--- src/design/clbp_pkg.sv ---
// Package for the circular LBP operator (radius 2, 8 sampling points).
// Holds sizes, payload structs, tap tables and fixed-point weights.
// No dependencies.
package clbp_pkg;

  // Sizes
  localparam int MAX_WIDTH        = 1024;
  localparam int COL_W            = $clog2(MAX_WIDTH);
  localparam int FRAME_W_BITS     = 11;
  localparam int FRAME_H_BITS     = 12;
  localparam int CNT_W            = ((COL_W + 1) > FRAME_W_BITS) ? (COL_W + 1) : FRAME_W_BITS;
  localparam int MIN_SIZE         = 5;
  localparam int RESET_WIDTH      = 640;
  localparam int RESET_HEIGHT     = 480;

  // Row store: one word per column, four buffered rows side by side
  localparam int BUF_ROWS         = 4;
  localparam int RAM_W            = 8 * BUF_ROWS;

  // Configuration port
  localparam int CFG_DATA_W       = 12;
  localparam int CFG_IDX_W        = 1;
  localparam logic [CFG_IDX_W-1:0] CFG_FRAME_WIDTH  = 1'b0;
  localparam logic [CFG_IDX_W-1:0] CFG_FRAME_HEIGHT = 1'b1;

  // Result queue
  localparam int FIFO_DEPTH       = 8;
  localparam int FIFO_PTR_W       = $clog2(FIFO_DEPTH);
  localparam int LVL_W            = FIFO_PTR_W + 1;
  localparam int CREDIT_W         = LVL_W + 1;

  // Fixed-point weights
  localparam int WEIGHT_FRAC_BITS = 12;
  localparam int SUM_W            = 8 + WEIGHT_FRAC_BITS + 1;
  localparam longint unsigned Q32_AA = 64'd736899888;
  localparam longint unsigned Q32_AB = 64'd1042133816;
  localparam longint unsigned Q32_BB = 64'd1473799776;
  localparam longint unsigned RND    = 64'd1 << (31 - WEIGHT_FRAC_BITS);
  localparam longint unsigned W_AA   = (Q32_AA + RND) >> (32 - WEIGHT_FRAC_BITS);
  localparam longint unsigned W_AB   = (Q32_AB + RND) >> (32 - WEIGHT_FRAC_BITS);
  localparam longint unsigned W_BB   = (Q32_BB + RND) >> (32 - WEIGHT_FRAC_BITS);
  localparam longint unsigned W_ONE  = 64'd1 << WEIGHT_FRAC_BITS;

  // Weight classes
  localparam int CLS_ONE = 0;
  localparam int CLS_AA  = 1;
  localparam int CLS_AB  = 2;
  localparam int CLS_BB  = 3;

  localparam int NPTS     = 8;
  localparam int MAX_TAPS = 4;
  localparam int WIN      = 5;

  localparam int TAP_CNT [NPTS] = '{1, 4, 1, 4, 1, 4, 1, 4};
  localparam int TAP_DY [NPTS][MAX_TAPS] = '{
    '{ 0,  0,  0,  0},
    '{-2, -2, -1, -1},
    '{-2,  0,  0,  0},
    '{-2, -2, -1, -1},
    '{ 0,  0,  0,  0},
    '{ 1,  1,  2,  2},
    '{ 2,  0,  0,  0},
    '{ 1,  1,  2,  2}
  };
  localparam int TAP_DX [NPTS][MAX_TAPS] = '{
    '{ 2,  0,  0,  0},
    '{ 1,  2,  1,  2},
    '{ 0,  0,  0,  0},
    '{-2, -1, -2, -1},
    '{-2,  0,  0,  0},
    '{-2, -1, -2, -1},
    '{ 0,  0,  0,  0},
    '{ 1,  2,  1,  2}
  };
  localparam int TAP_CLS [NPTS][MAX_TAPS] = '{
    '{CLS_ONE, CLS_ONE, CLS_ONE, CLS_ONE},
    '{CLS_AB,  CLS_AA,  CLS_BB,  CLS_AB },
    '{CLS_ONE, CLS_ONE, CLS_ONE, CLS_ONE},
    '{CLS_AA,  CLS_AB,  CLS_AB,  CLS_BB },
    '{CLS_ONE, CLS_ONE, CLS_ONE, CLS_ONE},
    '{CLS_AB,  CLS_BB,  CLS_AA,  CLS_AB },
    '{CLS_ONE, CLS_ONE, CLS_ONE, CLS_ONE},
    '{CLS_BB,  CLS_AB,  CLS_AB,  CLS_AA }
  };

  function automatic logic [SUM_W-1:0] weight_of(input int cls);
    logic [SUM_W-1:0] w;
    case (cls)
      CLS_AA:  w = SUM_W'(W_AA);
      CLS_AB:  w = SUM_W'(W_AB);
      CLS_BB:  w = SUM_W'(W_BB);
      default: w = SUM_W'(W_ONE);
    endcase
    return w;
  endfunction

  // Payloads
  typedef struct packed {
    logic [7:0] pixel;
    logic       start_of_frame;
  } in_item_t;

  typedef struct packed {
    logic [7:0] lbp_code;
    logic       end_of_frame;
  } out_item_t;

endpackage

--- src/design/clbp_fifo.sv ---
// Result queue for the circular LBP operator, register based.
// Depends on clbp_pkg.
module clbp_fifo (
  input  logic                         clk,
  input  logic                         rst,
  input  logic                         push,
  input  clbp_pkg::out_item_t          push_data,
  output logic                         out_valid,
  input  logic                         out_ready,
  output clbp_pkg::out_item_t          out_data,
  output logic [clbp_pkg::LVL_W-1:0]   level
);

  clbp_pkg::out_item_t mem [clbp_pkg::FIFO_DEPTH];
  logic [clbp_pkg::FIFO_PTR_W-1:0] wr_ptr;
  logic [clbp_pkg::FIFO_PTR_W-1:0] rd_ptr;
  logic pop;

  assign out_valid = (level != '0);
  assign pop       = out_valid && out_ready;
  assign out_data  = mem[rd_ptr];

  always_ff @(posedge clk) begin
    if (rst) begin
      wr_ptr <= '0;
      rd_ptr <= '0;
      level  <= '0;
    end else begin
      if (push) begin
        wr_ptr <= wr_ptr + 1'b1;
      end
      if (pop) begin
        rd_ptr <= rd_ptr + 1'b1;
      end
      case ({push, pop})
        2'b10:   level <= level + 1'b1;
        2'b01:   level <= level - 1'b1;
        default: level <= level;
      endcase
    end
  end

  always_ff @(posedge clk) begin
    if (push) begin
      mem[wr_ptr] <= push_data;
    end
  end

endmodule

--- config.mk ---
export PLATFORM = sky130hd
export DESIGN_NAME = clbp_fifo
export DESIGN_NICKNAME = d
export VERILOG_FILES = /design/src/design/clbp_pkg.sv /design/src/design/clbp_fifo.sv
export SDC_FILE = /design/constraint.sdc
export NUM_CORES = 1
export LEC_CHECK = 0
export ABC_AREA = 0
export BUFFER_PORTS_ARGS = -buffer_cell sky130_fd_sc_hd__buf_2
export CORE_MARGIN = 2
export CORE_UTILIZATION = 45
export CTS_BUF_LIST = sky130_fd_sc_hd__clkbuf_4 sky130_fd_sc_hd__clkbuf_8
export CTS_CLUSTER_DIAMETER = 30
export CTS_CLUSTER_SIZE = 12
export DETAILED_ROUTE_END_ITERATION = 8
export GPL_TIMING_DRIVEN = 0
export SLEW_MARGIN = 20
export SYNTH_ARGS = -nofsm -noshare
export SYNTH_HDL_FRONTEND = slang
export SYNTH_SLANG_ARGS = --single-unit
--- constraint.sdc ---
create_clock -name clk -period 7.15 [get_ports clk]
set_clock_uncertainty 0.05 [all_clocks]
set_input_delay 1.7875 -clock clk [delete_from_list [all_inputs] [get_ports clk]]
set_output_delay 1.7875 -clock clk [all_outputs]
set_load 0.005 [all_outputs]
After elaboration in Yosys (flattened, before gate mapping)
Memory sizes are Yosys's and may differ from the RTL's. A register that Yosys moved wholly into a read port is not among the register bits.
Index checks and enable logic that the tools add are counted.
{"block": "op_classes", "n_addsub": 4, "mul": 0, "div": 0, "n_lt_le_gt_ge": 0, "eq_ne": 2, "n_shift": 0, "mux": 5, "bitwise_logic": 0, "reduce_logical": 3}
{"operator": "$pmux 4 s2", "count": 1}
{"operator": "$add 3x1->3 const B", "count": 2}
{"operator": "$mux 3", "count": 2}
{"operator": "$add 4x1->4 const B", "count": 1}
{"operator": "$reduce_bool 4->1", "count": 1}
{"operator": "$sub 4x1->4 const B", "count": 1}
{"operator": "$eq 2x1->1 const B", "count": 1}
{"operator": "$eq 2x2->1 const B", "count": 1}
{"operator": "$mux 1", "count": 2}
{"operator": "$reduce_bool 2->1", "count": 1}
{"operator": "$logic_and 1x1->1", "count": 1}
{"block": "totals", "regBits": 10, "latch_bits": 0, "ram_bits": 72, "romBits": 0, "inputBits": 13, "output_inout_bits": 14, "mem_count": 1}
{"memory": "mem", "words": 8, "word_bits": 9, "rd": 1, "rd_ports_with_merged_regs": 1, "wr": 1, "line": "clbp_fifo.sv:14", "source": "clbp_pkg::out_item_t mem [clbp_pkg::FIFO_DEPTH];"}

Depth between registers and ports, before layout
{"block": "logic_depth", "ltp_word": 4, "ltp_mapped": 10}

Worst setup path before layout
Ideal clock, no wire load.
{"block": "synth_timing", "kind": "input port to flip-flop", "startpoint": "in out_ready", "endpoint": "reg level[3] (netlist name)", "arrival_ns": 3.142, "setup_slack_ns": 3.837, "cell_stages": 8, "path_buffers": 1, "cell_sequence": "nand2_1 -> inv_1 -> ha_1 -> clkbuf_1 -> nor4b_1 -> o21ai_0 -> o31ai_1 -> mux2_2"}
{"block": "synth_via", "elab_chain_len": 3}
{"element": "start: declaration", "line": "clbp_fifo.sv:9", "source": "input logic out_ready,"}
{"element": "$logic_and 1x1->1 (*)", "line": "clbp_fifo.sv:20", "source": "assign pop = out_valid && out_ready;"}
{"element": "$eq 2x1->1 / $eq 2x2->1 (equally long branches)", "line": "clbp_fifo.sv:35", "source": "case ({push, pop})"}
{"element": "$pmux 4 s2 / $reduce_bool 2->1 (equally long branches)"}
{"element": "end signal: assignment", "line": "clbp_fifo.sv:36", "source": "2'b10: level <= level + 1'b1;"}
{"element": "end signal: assignment", "line": "clbp_fifo.sv:37", "source": "2'b01: level <= level - 1'b1;"}
{"element": "end signal: assignment", "line": "clbp_fifo.sv:38", "source": "default: level <= level;"}
{"element": "end: declaration", "line": "clbp_fifo.sv:11", "source": "output logic [clbp_pkg::LVL_W-1:0] level"}
Every way passes the cells marked *; elsewhere a longest branch is shown, timed or not.
A chain may end at the register's enable or synchronous reset.

==> flow_summary_export.csv <==
group,metric,value,unit
run_status,status,"completed",
yosys,post-synth-top-area-cell,"edfxtp_1",
floorplan,ioPinCount,27,
worst_setup_path,path_class,"reg2out",
min_path,hold_start,"wr_ptr[0]$_SDFFE_PP0P_",
clocking,post_cts_buffers,0,
power,vdd_drop_max,0.1518,mV
yosys,netlist.area_leader.share,63.46,%
power,p_int,0.8300,mW
timing,min_period,4121,ps
min_path,hold_depth,2,
detailed_routing,routedWlPerCell,18.62,um
detailed_routing,drtPass1Iterations,4,
power,powerDensity,283.3,nW/um^2
global_route,track_usage,15.91,%
worst_setup_path,ff2ff_path_depth,9,
clocking,cts_buffer_depth,2,
worst_setup_path,cp-start-kind,"register",
worst_setup_path,arrival,2280,ps
yosys,async_flop_share,0,%
floorplan,initial_core_util,46.72,%
timing,setup_violations,0,
detailed_routing,drc,0,
yosys,postSynthAreaPerCell,19.25,um^2
finish,regArea,2422,um^2
clocking,cts-resized-gates,0,
clocking,cts_tree,"built",
clocking,cts-buffers-inserted,9,
timing,fin_crit_sh,57.64,%
detailed_routing,final_antenna_net_count,0,
global_route,grt_pass1_vias,1800,
worst_setup_path,worst_ep_required_time,5310,ps
global_route,grt_pass1_wl,9.459,mm
finish,fill_cells,610,
power,netSwitchingFraction,24.66,%
min_path,hp-class,"reg2reg",
yosys,synth-seq-cells,85,
global_route,gr-total-overflow,0,
placed_design,portBuffers,26,
power,sequentialPowerShare,52.3,%
min_path,worstHoldEndpoint,"wr_ptr[0]$_SDFFE_PP0P_",
finish,utilization,53.33,%
clocking,clock_latency,340,ps
yosys,synth_cell_type_count,26,
worst_setup_path,reg2reg_from,"level[0]$_SDFFE_PP0P_",
detailed_routing,drt_iter0_drc,122,
finish,area_growth,14.14,%
timing,finalHoldViolCount,0,
floorplan,core,7292,um^2
worst_setup_path,r2r_end,"level[3]$_SDFFE_PP0P_",
worst_setup_path,worstSetupEndpointType,"output pin",
clocking,ctsHoldBuffers,0,
yosys,yosysWarnings,0,
finish,drive_gt1_share,26.24,%
global_route,grt_max_degree,15,
yosys,synth_edf_count,72,
timing,relSlewSlack,27.15,%
floorplan,rows,31,
timing,slew_viol_final,0,
yosys,synth_area_leaders,"edfxtp_1, mux4_1, dfxtp_1",
worst_setup_path,r2r_setup_slack,4490,ps
timing,fmax,242.6,MHz
run,maxCapViolCount,0,
worst_setup_path,crit_slowest_cell,"clkbuf_1",
yosys,yosysSeqAreaShare,71.10,%
clocking,cts_sinks,85,
clocking,htreeDepth,3,
floorplan,dieArea,8283,um^2
power,p_sw,0.2717,mW
finish,mostFrequentLayoutCells,"edfxtp_1, buf_2, mux4_1",
clocking,clk_pin_slew_worst_paths,70,ps
timing,setup-tns-final,0,ps
worst_setup_path,slowest_delay,470,ps
power,clock_power_share,29.5,%
timing,worst_slew_pin_slew,1089,ps
finish,final_nets,234,
worst_setup_path,crit_fanout,10,
yosys,syn-cell-area,3407,um^2
finish,final_common_cell,"edfxtp_1",
yosys,synth_cells,177,
detailed_routing,viasPerCell,5.284,
power,p_comb_share,18.2,%
yosys,synth_ff_type,"edfxtp_1",
detailed_routing,wl,5.958,mm
finish,n_antenna_cell,0,
detailed_routing,via_count,1691,
floorplan,dieWidth,91.01,um
finish,multi_input_area,935.9,um^2
clocking,cts_root_buf,"clkbuf_8",
timing,rsz0062_at_grt,"no",
placed_design,dp_hpwl,3.830,mm
worst_setup_path,crit_top_cell,"buf_2",
worst_setup_path,crit_chain,"clkbuf_1 > buf_2 > mux4_1 > mux2_2 > buf_2",
placed_design,gp_congestion,0.6722,
global_route,antenna_found_initial,0,
power,leakage,1.361,nW
floorplan,die_y,91.01,um
yosys,syn_nets,195,
==> how the worst max path moves through the flow <==
stage | from | end | slack (ps) | cells after the start
5_1_grt | register | out_data[6] | 2900 | 5
6_report | register | out_data[5] | 3030 | 5
2_1_floorplan | out_ready | level[3]$_SDFFE_PP0P_ | 3840 | 8
4_1_cts | register | out_data[5] | 2970 | 5
3_5_place_dp | register | out_data[5] | 3350 | 5
3_3_place_gp | push | mem[0][7]$_DFFE_PP_ | 3320 | 3
==> per-layer routing <==
metal	track usage (%)	up-vias	part of all wire, %
li1	-	787	-
met1	19.79	844	44
met2	26.11	46	50
met3	2.573	14	3.2
met4	9.848	0	3.2
met5	0	-	0
==> power by group through the flow <==
stage	Clock, mW	Combinational (mW)	Sequential [mW]
finish	0.325	0.201	0.576
detailed placement	0	0.204	0.587
floorplan	0	0.138	0.583
global placement	0	0.196	0.583
CTS	0.332	0.205	0.576
global route	0.354	0.221	0.579
==> registers in the layout, indices dropped and copies added, names as in the netlist, named ones only <==
signal	flops
level	4
rd_ptr	3
mem	72
wr_ptr	3
==> area by class of cell <==
cell class | count | share of cell area (%)
repair buffers | 28 | 3.925
plain buffers | 7 | 1.319
well taps | 99 | 3.185
multi-input cells | 83 | 24.07
clock inverters | 6 | 1.641
flip-flops and latches | 85 | 62.29
inverters | 2 | 0.1931
clock buffers | 10 | 3.378
==> cells by family after synthesis <==
family | Yosys count | synth area share, %
multiplexers | 30 | 17.77
AO/OA/AOI/OAI | 8 | 1.249
buffers and inverters | 9 | 1.726
flip-flops | 85 | 71.10
AND/OR/NAND/NOR | 34 | 4.775
XOR/XNOR | 6 | 1.542
adder cells (fa/ha/maj) | 5 | 1.836
==> critical path: cells and delay by family (launching register included) <==
family                 cells  cell delay (ps)
buffers and inverters      3             1000
multiplexers               2              630
flip-flops                 1              310
==> metrics by stage <==
step | cells | total power, mW | setup slack, ps | area [um^2] | hold WS [ps]
final | 320 | 1.102 | 3029 | 3889 | 448.0
after detailed placement | 304 | 0.7910 | 3352 | 3694 | 439.8
after CTS | 320 | 1.113 | 2971 | 3889 | 451.3
after floorplan | 177 | 0.7213 | 3837 | 3407 | 404.1
after global placement | 302 | 0.7798 | 3318 | 3661 | 418.2
after global routing | 320 | 1.154 | 2898 | 3889 | 477.9
==> cell usage after synthesis, types with 2 or more instances <==
library cell,instances
nor3_1,2
mux4_1,18
inv_1,2
ha_1,5
mux2i_1,2
nand3_1,2
nand2_1,7
o21ai_0,3
clkbuf_1,3
dfxtp_1,13
nand2b_1,3
edfxtp_1,72
a21oi_1,4
nor2_1,14
nor2b_1,2
xor2_1,6
mux2_2,10
Note: power is estimated with default switching activity, not from simulation.
